### src/smr_pkg.sv
// Shared types, constants and the 2^(-k/16) table for the softmax top-k router.
`timescale 1ns / 1ps

package smr_pkg;

	localparam int LOGIT_W  = 16;   // signed Q7.8 gate logit
	localparam int EXP_W    = 17;   // exp value, Q1.16, at most 65536
	localparam int SUM_W    = 24;   // running sum of exp values
	localparam int NUM_W    = 34;   // dividend: exp << 16 plus half the sum
	localparam int OUT_IDX_W = 4;   // expert index on the result port
	localparam int WEIGHT_W = 16;   // softmax weight, Q0.16
	localparam int Y_W      = 25;   // product of a 16-bit difference and log2(e)
	localparam int DIFF_W   = 12;   // gap between neighboring table entries
	localparam int FRAC_W   = 12;   // interpolation fraction

	localparam logic [8:0] LOG2E_Q8 = 9'd369;
	localparam logic signed [LOGIT_W-1:0] LOGIT_MIN = 16'sh8000;
	localparam logic [WEIGHT_W-1:0] WEIGHT_MAX = 16'hFFFF;

	// round(65536 * 2^(-k/16)) for k = 0..16, Q1.16
	function automatic logic [EXP_W-1:0] pow2_tab(input logic [4:0] k);
		logic [EXP_W-1:0] v;
		begin
			case (k)
				5'd0:  v = 17'd65536;
				5'd1:  v = 17'd62757;
				5'd2:  v = 17'd60097;
				5'd3:  v = 17'd57549;
				5'd4:  v = 17'd55109;
				5'd5:  v = 17'd52773;
				5'd6:  v = 17'd50535;
				5'd7:  v = 17'd48393;
				5'd8:  v = 17'd46341;
				5'd9:  v = 17'd44376;
				5'd10: v = 17'd42495;
				5'd11: v = 17'd40693;
				5'd12: v = 17'd38968;
				5'd13: v = 17'd37316;
				5'd14: v = 17'd35734;
				5'd15: v = 17'd34219;
				5'd16: v = 17'd32768;
				default: v = 17'd32768;
			endcase
			return v;
		end
	endfunction

endpackage

### src/softmax_top_k_expert_router_unit.sv
// Top level of the softmax top-k expert router: load, exp sum, and weighted results.
`timescale 1ns / 1ps

// Flow: a set of NUM_EXPERTS logits loads at one item per cycle; the exp sum then
// runs each expert through a store read, an issue and three exp stages, and each chosen
// expert goes through exp, the bit-serial divide and the output handoff before its item
// shows. The shared exp unit and the bit-serial divider take one expert at a time;
// input is not ready between the last logit and the last result item. Reset is
// asynchronous, active low, and clears all set state but the weight register.

module softmax_top_k_expert_router_unit #(
	parameter int NUM_EXPERTS = 12,
	parameter int NUM_CHOSEN  = 3
) (
	input  logic        clk,
	input  logic        arst_n,
	// slave side: gate_logit[15:0]
	input  logic        s_axis_tvalid,
	output logic        s_axis_tready,
	input  logic [15:0] s_axis_tdata,
	// master side: expert_index[3:0], expert_weight[19:4], zero pad [23:20]
	output logic        m_axis_tvalid,
	input  logic        m_axis_tready,
	output logic [23:0] m_axis_tdata,
	output logic        m_axis_tlast      // last_choice
);

	localparam int IDX_W = $clog2(NUM_EXPERTS);
	localparam int KW    = (NUM_CHOSEN > 1) ? $clog2(NUM_CHOSEN) : 1;
	localparam int NRES  = (NUM_CHOSEN < NUM_EXPERTS) ? NUM_CHOSEN : NUM_EXPERTS;

	typedef enum logic [2:0] {
		ST_LOAD,
		ST_SUM_RD,
		ST_SUM_EXP,
		ST_SUM_WAIT,
		ST_SEL_EXP,
		ST_SEL_WAIT,
		ST_DIV_WAIT,
		ST_OUT
	} state_t;

	state_t state_q;

	// set state
	logic [IDX_W-1:0]                        cnt_q;
	logic signed [smr_pkg::LOGIT_W-1:0]      max_q;
	logic [IDX_W-1:0]                        best_idx_q   [NUM_CHOSEN];
	logic signed [smr_pkg::LOGIT_W-1:0]      best_logit_q [NUM_CHOSEN];
	logic [smr_pkg::SUM_W-1:0]               sum_q;
	logic [IDX_W-1:0]                        rd_idx_q;
	logic [KW-1:0]                           k_q;
	logic [smr_pkg::WEIGHT_W-1:0]            weight_q;
	logic                                    m_valid_q;

	// logit store
	logic signed [smr_pkg::LOGIT_W-1:0]      logit_mem [NUM_EXPERTS];
	logic signed [smr_pkg::LOGIT_W-1:0]      rd_data_q;

	logic                                    in_acc;
	logic signed [smr_pkg::LOGIT_W-1:0]      s_logit;
	logic                                    ins_found;
	logic [KW-1:0]                           ins_pos;

	logic                                    exp_start;
	logic [smr_pkg::LOGIT_W-1:0]             exp_diff;
	logic                                    exp_done;
	logic [smr_pkg::EXP_W-1:0]               exp_res;

	logic                                    div_start;
	logic [smr_pkg::NUM_W-1:0]               div_num;
	logic                                    div_done;
	logic [smr_pkg::NUM_W-1:0]               div_quo;

	assign s_axis_tready = (state_q == ST_LOAD);
	assign in_acc        = s_axis_tvalid && s_axis_tready;
	assign s_logit       = signed'(s_axis_tdata);

	// find the first slot the new logit takes: an empty slot, or a strictly smaller entry
	always_comb begin
		ins_found = 1'b0;
		ins_pos   = '0;
		for (int k = 0; k < NUM_CHOSEN; k++) begin
			if (!ins_found && (k >= int'(cnt_q) || s_logit > best_logit_q[k])) begin
				ins_found = 1'b1;
				ins_pos   = KW'(k);
			end
		end
	end

	// store write on accept, registered read for the sum pass
	always_ff @(posedge clk) begin
		if (in_acc)
			logit_mem[cnt_q] <= s_logit;
		rd_data_q <= logit_mem[rd_idx_q];
	end

	// shared exp unit: stored logits during the sum, chosen logits afterward
	assign exp_start = (state_q == ST_SUM_EXP) || (state_q == ST_SEL_EXP);
	assign exp_diff  = (state_q == ST_SUM_EXP) ? smr_pkg::LOGIT_W'(max_q - rd_data_q)
	                                           : smr_pkg::LOGIT_W'(max_q - best_logit_q[k_q]);

	smr_exp u_exp (
		.clk    (clk),
		.arst_n (arst_n),
		.start  (exp_start),
		.diff   (exp_diff),
		.done   (exp_done),
		.result (exp_res)
	);

	// round to nearest: add half the divisor before dividing
	assign div_start = (state_q == ST_SEL_WAIT) && exp_done;
	assign div_num   = {1'b0, exp_res, 16'd0}
	                 + smr_pkg::NUM_W'(sum_q[smr_pkg::SUM_W-1:1]);

	smr_div u_div (
		.clk      (clk),
		.arst_n   (arst_n),
		.start    (div_start),
		.dividend (div_num),
		.divisor  (sum_q),
		.done     (div_done),
		.quotient (div_quo)
	);

	always_ff @(posedge clk or negedge arst_n) begin
		if (!arst_n) begin
			state_q   <= ST_LOAD;
			cnt_q     <= '0;
			max_q     <= smr_pkg::LOGIT_MIN;
			sum_q     <= '0;
			rd_idx_q  <= '0;
			k_q       <= '0;
			m_valid_q <= 1'b0;
			for (int j = 0; j < NUM_CHOSEN; j++) begin
				best_idx_q[j]   <= '0;
				best_logit_q[j] <= smr_pkg::LOGIT_MIN;
			end
		end else begin
			unique case (state_q)
				ST_LOAD: begin
					if (in_acc) begin
						if (s_logit > max_q)
							max_q <= s_logit;
						// insert into the sorted list, shifting lower entries down
						if (ins_found) begin
							for (int j = 1; j < NUM_CHOSEN; j++) begin
								if (j > int'(ins_pos)) begin
									best_idx_q[j]   <= best_idx_q[j-1];
									best_logit_q[j] <= best_logit_q[j-1];
								end
							end
							best_idx_q[ins_pos]   <= cnt_q;
							best_logit_q[ins_pos] <= s_logit;
						end
						if (cnt_q == IDX_W'(NUM_EXPERTS - 1)) begin
							cnt_q    <= '0;
							sum_q    <= '0;
							rd_idx_q <= '0;
							state_q  <= ST_SUM_RD;
						end else begin
							cnt_q <= cnt_q + IDX_W'(1);
						end
					end
				end
				ST_SUM_RD: begin
					state_q <= ST_SUM_EXP;
				end
				ST_SUM_EXP: begin
					state_q <= ST_SUM_WAIT;
				end
				ST_SUM_WAIT: begin
					if (exp_done) begin
						sum_q <= sum_q + smr_pkg::SUM_W'(exp_res);
						if (rd_idx_q == IDX_W'(NUM_EXPERTS - 1)) begin
							k_q     <= '0;
							state_q <= ST_SEL_EXP;
						end else begin
							rd_idx_q <= rd_idx_q + IDX_W'(1);
							state_q  <= ST_SUM_RD;
						end
					end
				end
				ST_SEL_EXP: begin
					state_q <= ST_SEL_WAIT;
				end
				ST_SEL_WAIT: begin
					if (exp_done)
						state_q <= ST_DIV_WAIT;
				end
				ST_DIV_WAIT: begin
					if (div_done) begin
						m_valid_q <= 1'b1;
						state_q   <= ST_OUT;
					end
				end
				ST_OUT: begin
					// hold the item until taken, then advance or close the set
					if (m_axis_tready) begin
						m_valid_q <= 1'b0;
						if (k_q == KW'(NRES - 1)) begin
							max_q   <= smr_pkg::LOGIT_MIN;
							sum_q   <= '0;
							k_q     <= '0;
							for (int j = 0; j < NUM_CHOSEN; j++) begin
								best_idx_q[j]   <= '0;
								best_logit_q[j] <= smr_pkg::LOGIT_MIN;
							end
							state_q <= ST_LOAD;
						end else begin
							k_q     <= k_q + KW'(1);
							state_q <= ST_SEL_EXP;
						end
					end
				end
				default: begin
					state_q <= ST_LOAD;
				end
			endcase
		end
	end

	// saturate the quotient; an empty sum gives zero weight
	always_ff @(posedge clk) begin
		if (div_done) begin
			if (sum_q == '0)
				weight_q <= '0;
			else if (div_quo > smr_pkg::NUM_W'(smr_pkg::WEIGHT_MAX))
				weight_q <= smr_pkg::WEIGHT_MAX;
			else
				weight_q <= div_quo[smr_pkg::WEIGHT_W-1:0];
		end
	end

	assign m_axis_tvalid = m_valid_q;
	assign m_axis_tdata  = {4'd0, weight_q,
	                        smr_pkg::OUT_IDX_W'(best_idx_q[k_q])};
	assign m_axis_tlast  = (k_q == KW'(NRES - 1));

endmodule

### src/smr_exp.sv
// Three-stage fixed-point exp(-e) unit: log2(e) scale, table interpolation, shift.
`timescale 1ns / 1ps

module smr_exp (
	input  logic                          clk,
	input  logic                          arst_n,
	input  logic                          start,
	input  logic [smr_pkg::LOGIT_W-1:0]   diff,
	output logic                          done,
	output logic [smr_pkg::EXP_W-1:0]     result
);

	logic                          v_s1, v_s2, v_s3;
	logic [smr_pkg::Y_W-1:0]       y_s1;
	logic [smr_pkg::EXP_W-1:0]     t_hi_s2;
	logic [2*smr_pkg::DIFF_W-1:0]  prod_s2;
	logic [8:0]                    n_s2;
	logic [smr_pkg::EXP_W-1:0]     res_s3;

	logic [3:0]                    tab_i;
	logic [smr_pkg::FRAC_W-1:0]    frac_r;
	logic [smr_pkg::EXP_W-1:0]     t_hi, t_lo;
	logic [smr_pkg::DIFF_W-1:0]    t_gap;
	logic [2*smr_pkg::DIFF_W:0]    rnd_sum;
	logic [smr_pkg::EXP_W-1:0]     v_interp;

	assign tab_i  = y_s1[15:12];
	assign frac_r = y_s1[11:0];
	assign t_hi   = smr_pkg::pow2_tab({1'b0, tab_i});
	assign t_lo   = smr_pkg::pow2_tab({1'b0, tab_i} + 5'd1);
	assign t_gap  = smr_pkg::DIFF_W'(t_hi - t_lo);

	assign rnd_sum  = {1'b0, prod_s2} + (2*smr_pkg::DIFF_W+1)'(2048);
	assign v_interp = t_hi_s2 - smr_pkg::EXP_W'(rnd_sum[2*smr_pkg::DIFF_W:12]);

	always_ff @(posedge clk or negedge arst_n) begin
		if (!arst_n) begin
			v_s1 <= 1'b0;
			v_s2 <= 1'b0;
			v_s3 <= 1'b0;
		end else begin
			v_s1 <= start;
			v_s2 <= v_s1;
			v_s3 <= v_s2;
		end
	end

	always_ff @(posedge clk) begin
		// scale the distance from the maximum into base-2 exponent, Q.16
		y_s1    <= smr_pkg::Y_W'(diff) * smr_pkg::Y_W'(smr_pkg::LOG2E_Q8);
		// integer part, table entry and interpolation product
		n_s2    <= y_s1[24:16];
		t_hi_s2 <= t_hi;
		prod_s2 <= t_gap * frac_r;
		// drop to zero once the shift empties the value
		if (n_s2 > 9'd16)
			res_s3 <= '0;
		else
			res_s3 <= v_interp >> n_s2[4:0];
	end

	assign done   = v_s3;
	assign result = res_s3;

endmodule

### src/smr_div.sv
// Restoring divider, one quotient bit per cycle, for the softmax normalization.
`timescale 1ns / 1ps

module smr_div (
	input  logic                        clk,
	input  logic                        arst_n,
	input  logic                        start,
	input  logic [smr_pkg::NUM_W-1:0]   dividend,
	input  logic [smr_pkg::SUM_W-1:0]   divisor,
	output logic                        done,
	output logic [smr_pkg::NUM_W-1:0]   quotient
);

	localparam int CNT_W = $clog2(smr_pkg::NUM_W + 1);

	logic                        busy_q;
	logic                        done_q;
	logic [CNT_W-1:0]            cnt_q;
	logic [smr_pkg::SUM_W:0]     rem_q;
	logic [smr_pkg::NUM_W-1:0]   quo_q;
	logic [smr_pkg::SUM_W-1:0]   den_q;

	logic [smr_pkg::SUM_W:0]     rem_sh;
	logic [smr_pkg::SUM_W:0]     rem_sub;
	logic                        fits;

	assign rem_sh  = {rem_q[smr_pkg::SUM_W-1:0], quo_q[smr_pkg::NUM_W-1]};
	assign fits    = rem_sh >= {1'b0, den_q};
	assign rem_sub = rem_sh - {1'b0, den_q};

	always_ff @(posedge clk or negedge arst_n) begin
		if (!arst_n) begin
			busy_q <= 1'b0;
			done_q <= 1'b0;
			cnt_q  <= '0;
		end else begin
			done_q <= 1'b0;
			if (start) begin
				busy_q <= 1'b1;
				cnt_q  <= CNT_W'(smr_pkg::NUM_W);
			end else if (busy_q) begin
				cnt_q <= cnt_q - CNT_W'(1);
				if (cnt_q == CNT_W'(1)) begin
					busy_q <= 1'b0;
					done_q <= 1'b1;
				end
			end
		end
	end

	always_ff @(posedge clk) begin
		if (start) begin
			rem_q <= '0;
			quo_q <= dividend;
			den_q <= divisor;
		end else if (busy_q) begin
			rem_q <= fits ? rem_sub : rem_sh;
			quo_q <= {quo_q[smr_pkg::NUM_W-2:0], fits};
		end
	end

	assign done     = done_q;
	assign quotient = quo_q;

endmodule
### config.mk
export PLATFORM = sky130hd
export DESIGN_NAME = softmax_top_k_expert_router_unit
export DESIGN_NICKNAME = d
export VERILOG_FILES = /design/src/smr_pkg.sv /design/src/softmax_top_k_expert_router_unit.sv /design/src/smr_exp.sv /design/src/smr_div.sv
export SDC_FILE = /design/constraint.sdc
export NUM_CORES = 2
export LEC_CHECK = 0
export BUFFER_PORTS_ARGS = -buffer_cell sky130_fd_sc_hd__buf_2
export CORE_ASPECT_RATIO = 1.2
export CORE_MARGIN = 2
export CORE_UTILIZATION = 45
export DETAILED_ROUTE_END_ITERATION = 6
export GPL_TIMING_DRIVEN = 0
export MAX_ROUTING_LAYER = met4
export PLACE_DENSITY = 0.65
export RECOVER_POWER = 25
export SETUP_SLACK_MARGIN = 0.02
export SYNTH_ARGS = -nofsm -noshare
export SYNTH_HDL_FRONTEND = slang
export SYNTH_HIERARCHICAL = 1
export SYNTH_SLANG_ARGS = --single-unit
### constraint.sdc
create_clock -name clk -period 9 [get_ports clk]
set_input_delay 0.45 -clock clk [delete_from_list [all_inputs] [get_ports clk]]
set_output_delay 0.45 -clock clk [all_outputs]
set_load 0.03 [all_outputs]
# Word level (Yosys, flattened, before mapping)
# Memory sizes are Yosys's and may differ from the RTL's. A register that Yosys moved wholly into a read port is not among the register bits.
# Index checks and enable logic that the tools add are counted.
dict set report totals {
  register_bits 315
  ram_bits 192
  rom_bits 816
  output_inout_bits 27
  mem_count 3
}
dict set report op_classes {
  add_sub_neg 13
  mul 2
  magnitude_cmp 15
  n_eq_ne 22
  n_shift 1
  n_mux 92
  bitwise_logic 2
  reduce_logical 27
}
# name words word_bits read_ports rd_clocked_by_memory_dff wr line
set memory_table {}
lappend memory_table {{(no name shown)} 32 17 1 0 0 smr_pkg.sv:24} ;# case (k)
lappend memory_table {{(no name shown)} 16 17 1 1 0 smr_pkg.sv:24}
lappend memory_table {logit_mem 12 16 1 1 1 softmax_top_k_expert_router_unit.sv:57} ;# logic signed [smr_pkg::LOGIT_W-1:0] logit_mem [NUM_EXPERTS];
# operator n
set op_table {}
lappend op_table {{16-bit two-way mux} 17}
lappend op_table {{48-bit two-way mux} 4}
lappend op_table {{24-bit two-way mux} 6}
lappend op_table {{48-bit one-hot mux with 2 select lines} 1}
lappend op_table {{24-bit one-hot mux with 3 select lines} 1}
lappend op_table {{34-bit two-way mux} 2}
lappend op_table {{16-bit greater-than comparator} 4}
lappend op_table {{4-bit two-way mux} 16}
lappend op_table {{48-bit bitwise mux} 1}
lappend op_table {{12-bit two-way mux} 4}
lappend op_table {{33-bit by 23-bit adder with 34-bit output} 1}
lappend op_table {{34-bit by 16-bit greater-than comparator with 1-bit output (second input constant)} 1}
lappend op_table {{16-bit binary-select mux with 2-bit select} 1}
lappend op_table {{16-bit demux with 2-bit select} 1}
lappend op_table {{16-bit one-hot mux with 2 select lines} 1}
lappend op_table {{16-bit subtractor} 2}
lappend op_table {{24-bit by 12-bit adder with 25-bit output (second input constant)} 1}
lappend op_table {{25-bit by 24-bit greater-or-equal comparator with 1-bit output} 1}
lappend op_table {{16-bit by 9-bit multiplier with 25-bit output (second input constant)} 1}
lappend op_table {{24-bit by 17-bit adder with 24-bit output} 1}
lappend op_table {{24-bit logical NOT} 1}
lappend op_table {{12-bit by 12-bit multiplier with 24-bit output} 1}
lappend op_table {{3-bit two-way mux} 8}
lappend op_table {{12-bit one-hot mux with 2 select lines} 1}
lappend op_table {{other kinds (45)} 96}

# Depth between registers and ports, before layout
dict set report logic_depth {
  ltp_word 18
  mapped_depth 38
  mapped_depth_nobuf 36
}

# Hierarchy
# The synthesis kept the hierarchy.
# module instances cells_each area_each_um2 seq_area_each_um2
set by_module_without_submodules {}
lappend by_module_without_submodules {softmax_top_k_expert_router_unit 1 1421 17538.1 9424.0}
lappend by_module_without_submodules {smr_exp 1 1317 12066.6 2037.0}
lappend by_module_without_submodules {smr_div 1 443 4859.7 2422.3}

# Worst setup path after synthesis
# No wires, ideal clock.
dict set report synth_path {
  kind {register to register}
  from {register u_exp/y_s1[12] (netlist bit)}
  to {register u_exp/prod_s2[23] (netlist bit)}
  t_arrival_ns 7.977
  path_slack_ns 0.904
  stages_incl_launch_ff 37
  path_buffers 3
  period_less_slack_ns 8.096
  path_cell_list {dfxtp_1 -> buf_2 -> nand3_1 -> xnor2_1 -> clkbuf_1 -> a21oi_1 -> a21oi_1 -> nand2_1 -> ha_1 -> nor2b_1 -> o21ai_0 -> a21boi_0 -> o21a_1 -> o21ai_1 -> a21oi_1 -> or4_1 -> nand3_1 -> clkbuf_2 -> nand3b_1 -> fa_1 -> inv_1 -> fa_1 -> fa_1 -> fa_1 -> inv_1 -> fa_1 -> inv_1 -> ha_1 -> and3_1 -> nand3_1 -> a2bb2oi_1 -> a31o_2 -> o21ai_0 -> o21a_1 -> o21a_1 -> nor2_1 -> xnor2_1}
}
dict set report synth_between {
  elab_chain_len 4
}
# item line
set synth_lines {}
lappend synth_lines {{from (decl)} smr_exp.sv:14} ;# logic [smr_pkg::Y_W-1:0] y_s1;
lappend synth_lines {{from (signal assigned)} smr_exp.sv:50} ;# y_s1 <= smr_pkg::Y_W'(diff) * smr_pkg::Y_W'(smr_pkg::LOG2E_Q8);
lappend synth_lines {{4-bit by 1-bit adder with 5-bit output} smr_exp.sv:30} ;# assign t_lo = smr_pkg::pow2_tab({1'b0, tab_i} + 5'd1);
lappend synth_lines {{memory read 32 x 17 bit} n/a}
lappend synth_lines {{12-bit subtractor} smr_exp.sv:31} ;# assign t_gap = smr_pkg::DIFF_W'(t_hi - t_lo);
lappend synth_lines {{12-bit by 12-bit multiplier with 24-bit output} smr_exp.sv:54} ;# prod_s2 <= t_gap * frac_r;
lappend synth_lines {{to (signal assigned)} smr_exp.sv:54}
lappend synth_lines {{to (decl)} smr_exp.sv:16} ;# logic [2*smr_pkg::DIFF_W-1:0] prod_s2;
# Every way passes these cells.
# A chain may end at the register's enable or synchronous reset.

# Worst setup path after layout
# Ends and elaborated chain as after synthesis.

==> results.yml <==
global_routing:
  antenna_found_initial: 0
  grt.total_usage_pct: 21.4
  grt_pass1_wl_mm: 131
  grt_pass1_vias: 24340
  gr-total-overflow: 0
  grt_max_degree: 92
place:
  placed_cell_area_um2: 36100
  hpwl_mm: 60.6
  io_buffer_count: 42
  place_congestion: 0.908
setup_path:
  end_kind: "register"
  max_stage_delay_ns: 0.54
  rrSetupSlack_ns: 0.47
  critPathMaxFanout: 10
  crit_path_top_delay_cell: "fa_1"
  cp.required_ns: 9.48
  worst_path_most_repeated_cell: "fa_1"
  crit_type: "reg2reg"
  worst_setup_path_start_kind: "register"
  worstPathArrival_ns: 9.01
floorplan:
  die-width_um: 257
  boundaryPins: 47
  core_area_um2: 76100
  initial_utilization_pct: 45.3
  num_rows: 111
  die_y_um: 307
  die_area_um2: 78800
routing:
  drtPass1Iterations: 5
  wire_per_inst_um: 18.6
  drt_iter0_drc: 1554
  num_vias: 23996
  vias_per_cell: 5.50
  drt_wl_total_mm: 81.1
  drcViolationCount: 0
  drtAntennaViolNets: 0
run_status:
  status: "complete, but fails checks"
  violations: "max-capacitance violations, max-slew violations"
job:
  cap_violations: 1
cts:
  clk_pin_slew_ns: 0.06
  cts_tree: "done"
  clock_latency_ns: 0.64
  clock_sinks: 529
  cts_root_buf: "clkbuf_16"
  h-tree-depth: 2
  numCtsBuffers: 56
  cts_max_path_buffers: 3
finish:
  syn2layout_area_growth_pct: 10.6
  drive_above_1_share_pct: 10.2
  stdcell_area_um2: 38100
  final_nets: 3765
sta:
  setup_viol: 0
  slew_viol_final: 35
  fin_skew_ns: 0.0610
  fmax_mhz: 117
  relSlewSlack_pct: -55.2
  fin_crit_sh_pct: 94.8
  worst_hold_slack_ns: 0.233
  tightest_slew_ns: 2.33
  layout_min_cycle_time_ns: 8.53
  finalHoldViolations: 0
synth:
  ys_async_sr_fraction_pct: 23.6
  synth-warning-count: 6
  yosysSeqAreaShare_pct: 40.3
  synth_ff_type: "edfxtp_1"
  synth_cell_type_count: 110
  syn-cell-area_um2: 34500
  ys_ff_latch: 529
  avgSynthCellArea_um2: 10.8
  synth-edff-count: 266
  synth_cells: 3181
worst_hold_path:
  hold_class: "in2reg"
## Yosys cell counts, types with 24 or more instances
| master | count | share of area (%) |
|---|---|---|
| clkbuf_1 | 81 | 0.88 |
| o21a_1 | 34 | 0.74 |
| nor3_1 | 35 | 0.51 |
| edfxtp_1 | 266 | 23 |
| fa_1 | 143 | 8.3 |
| nand2b_1 | 27 | 0.49 |
| a21o_1 | 28 | 0.61 |
| nand2_1 | 286 | 3.1 |
| xor2_1 | 46 | 1.2 |
| nor2b_1 | 30 | 0.54 |
| and3_1 | 31 | 0.56 |
| o211ai_1 | 37 | 0.81 |
| dfrtp_1 | 121 | 8.8 |
| nor2_1 | 145 | 1.6 |
| mux2_2 | 43 | 1.4 |
| inv_1 | 345 | 3.8 |
| xnor2_1 | 72 | 1.8 |
| nand3_1 | 60 | 0.87 |
| mux2i_1 | 92 | 2.7 |
| o21ai_0 | 140 | 2.0 |
| mux4_2 | 55 | 3.6 |
| a22o_1 | 25 | 0.64 |
| ha_1 | 306 | 11 |
| nand4_1 | 24 | 0.44 |
| a21oi_1 | 131 | 1.9 |
| a211oi_1 | 25 | 0.54 |
| dfxtp_1 | 138 | 8.0 |
| and2_1 | 63 | 1.1 |
## per-stage QoR
stage          TNS (ns)  util (%)  setup slack [ns]  std cells
2_1_floorplan         0         -             0.904       3184
3_3_place_gp     -0.278      47.2            -0.194       4243
3_5_place_dp     -0.586      47.4            -0.310       4249
4_1_cts               0      50.0            0.0937       4355
5_1_grt         -0.0342      50.1           -0.0342       4361
6_report              0      50.1             0.470       4362
## cells by family (layout without fill, tap and decap cells)
| kind of cell | after synthesis | count (layout) | share of synthesized area [%] |
|---|---|---|---|
| simple gates | 792 | 792 | 11.3 |
| buf+inv | 479 | 639 | 5.59 |
| fa+ha+maj | 449 | 449 | 19.4 |
| flops | 529 | 529 | 40.3 |
| compound gates | 614 | 614 | 12.3 |
| mux | 196 | 196 | 7.95 |
| xor+xnor | 121 | 121 | 3.14 |
| other cells | 1 | 5 | 0.0109 |
## flip-flops by register name, indices dropped and copies added, names as in the netlist, 4 cells and up
| signal | flops |
|---|---|
| logit_mem | 192 |
| best_logit_q | 48 |
| u_div/quotient | 34 |
| u_exp/y_s1 | 25 |
| sum_q | 24 |
| u_div/den_q | 24 |
| u_div/rem_q | 24 |
| u_exp/result | 17 |
| u_exp/t_hi | 17 |
| u_exp/t_hi_s2 | 17 |
| max_q | 16 |
| rd_data_q | 16 |
| weight_q | 16 |
| u_exp/prod_s2 | 13 |
| best_idx_q | 12 |
| u_exp/n_s2 | 9 |
| u_div/cnt_q | 6 |
| cnt_q | 4 |
| rd_idx_q | 4 |
## cell type report
class	count	area [um2]
buffer	128	632
antenna	1	2.50
fill	6996	38000
timing repair buffer	55	329
clock buffer	73	1530
tap	1017	1270
inverter	350	1320
multi-input combinational	2176	18700
sequential	529	13900
clock inverter	33	422
## worst max-delay path, delay by kind of cell, from the launching register on
kind / cells / cell delay [ns]
AOI/OAI and AO/OA: 12 / 2.12
xor gates and xnor gates: 3 / 0.52
adders and majority gates: 7 / 3.22
buffers and inverters: 6 / 0.92
DFF: 1 / 0.38
and+or+nand+nor: 9 / 1.25
## worst paths after layout
| kind | depth (start not counted) | startpoint | end |
|---|---|---|---|
| min in group asynchronous | 2 | arst_n | sum_q[8]$_DFFE_PN0P_ |
| hold reg to reg | 0 | u_exp/t_hi[13]$_DFF_P_ | u_exp/t_hi_s2[13]$_DFF_P_ |
| setup / recovery | 37 | u_exp/y_s1[12]$_DFF_P_ | u_exp/prod_s2[23]$_DFF_P_ |
| max in group asynchronous | 3 | arst_n | max_q[8]$_DFFE_PN0P_ |
| hold / removal | 4 | m_axis_tready | state_q[2]$_DFFE_PN0P_ |
| setup reg to reg | 37 | u_exp/y_s1[12]$_DFF_P_ | u_exp/prod_s2[23]$_DFF_P_ |
## layout by cell type (no fill, tap or decap), drive strengths merged, types with 14 or more instances in the layout
cell,instances
a211oi,27
a21o,28
a21oi,132
a22o,25
a31oi,17
a32o,21
a32oi,21
and2,63
and3,31
buf,78
clkbuf,177
clkinv,21
dfrtp,121
dfxtp,138
edfxtp,266
fa,143
ha,306
inv,352
mux2,48
mux2i,93
mux4,55
nand2,287
nand2b,28
nand3,62
nand4,24
nor2,147
nor2b,31
nor3,36
nor4,14
o211ai,37
o21a,36
o21ai,145
xnor2,72
xor2,49
## repair_timing
item | 4_1_cts | 5_1_grt
endpoints found under the setup margin | 5 | 8
buffers inserted | 0 | 6
pin swaps | 0 | 4
hold buffers | 1 | 0
gates resized for setup | 7 | 26
cloned | 0 | 0
endpoints found under the hold margin | 34 | 0
## routing by layer
layer	GRT usage, %	vias to the layer above	part of all wire [%]
li1	-	11583	-
met1	27.7	11784	44
met2	35.8	508	49
met3	1.93	121	3.8
met4	6.45	0	2.9
met5	-	-	0
Power is not shown: default switching activity piles up to over one toggle a cycle in this logic, so the estimate is an artifact.
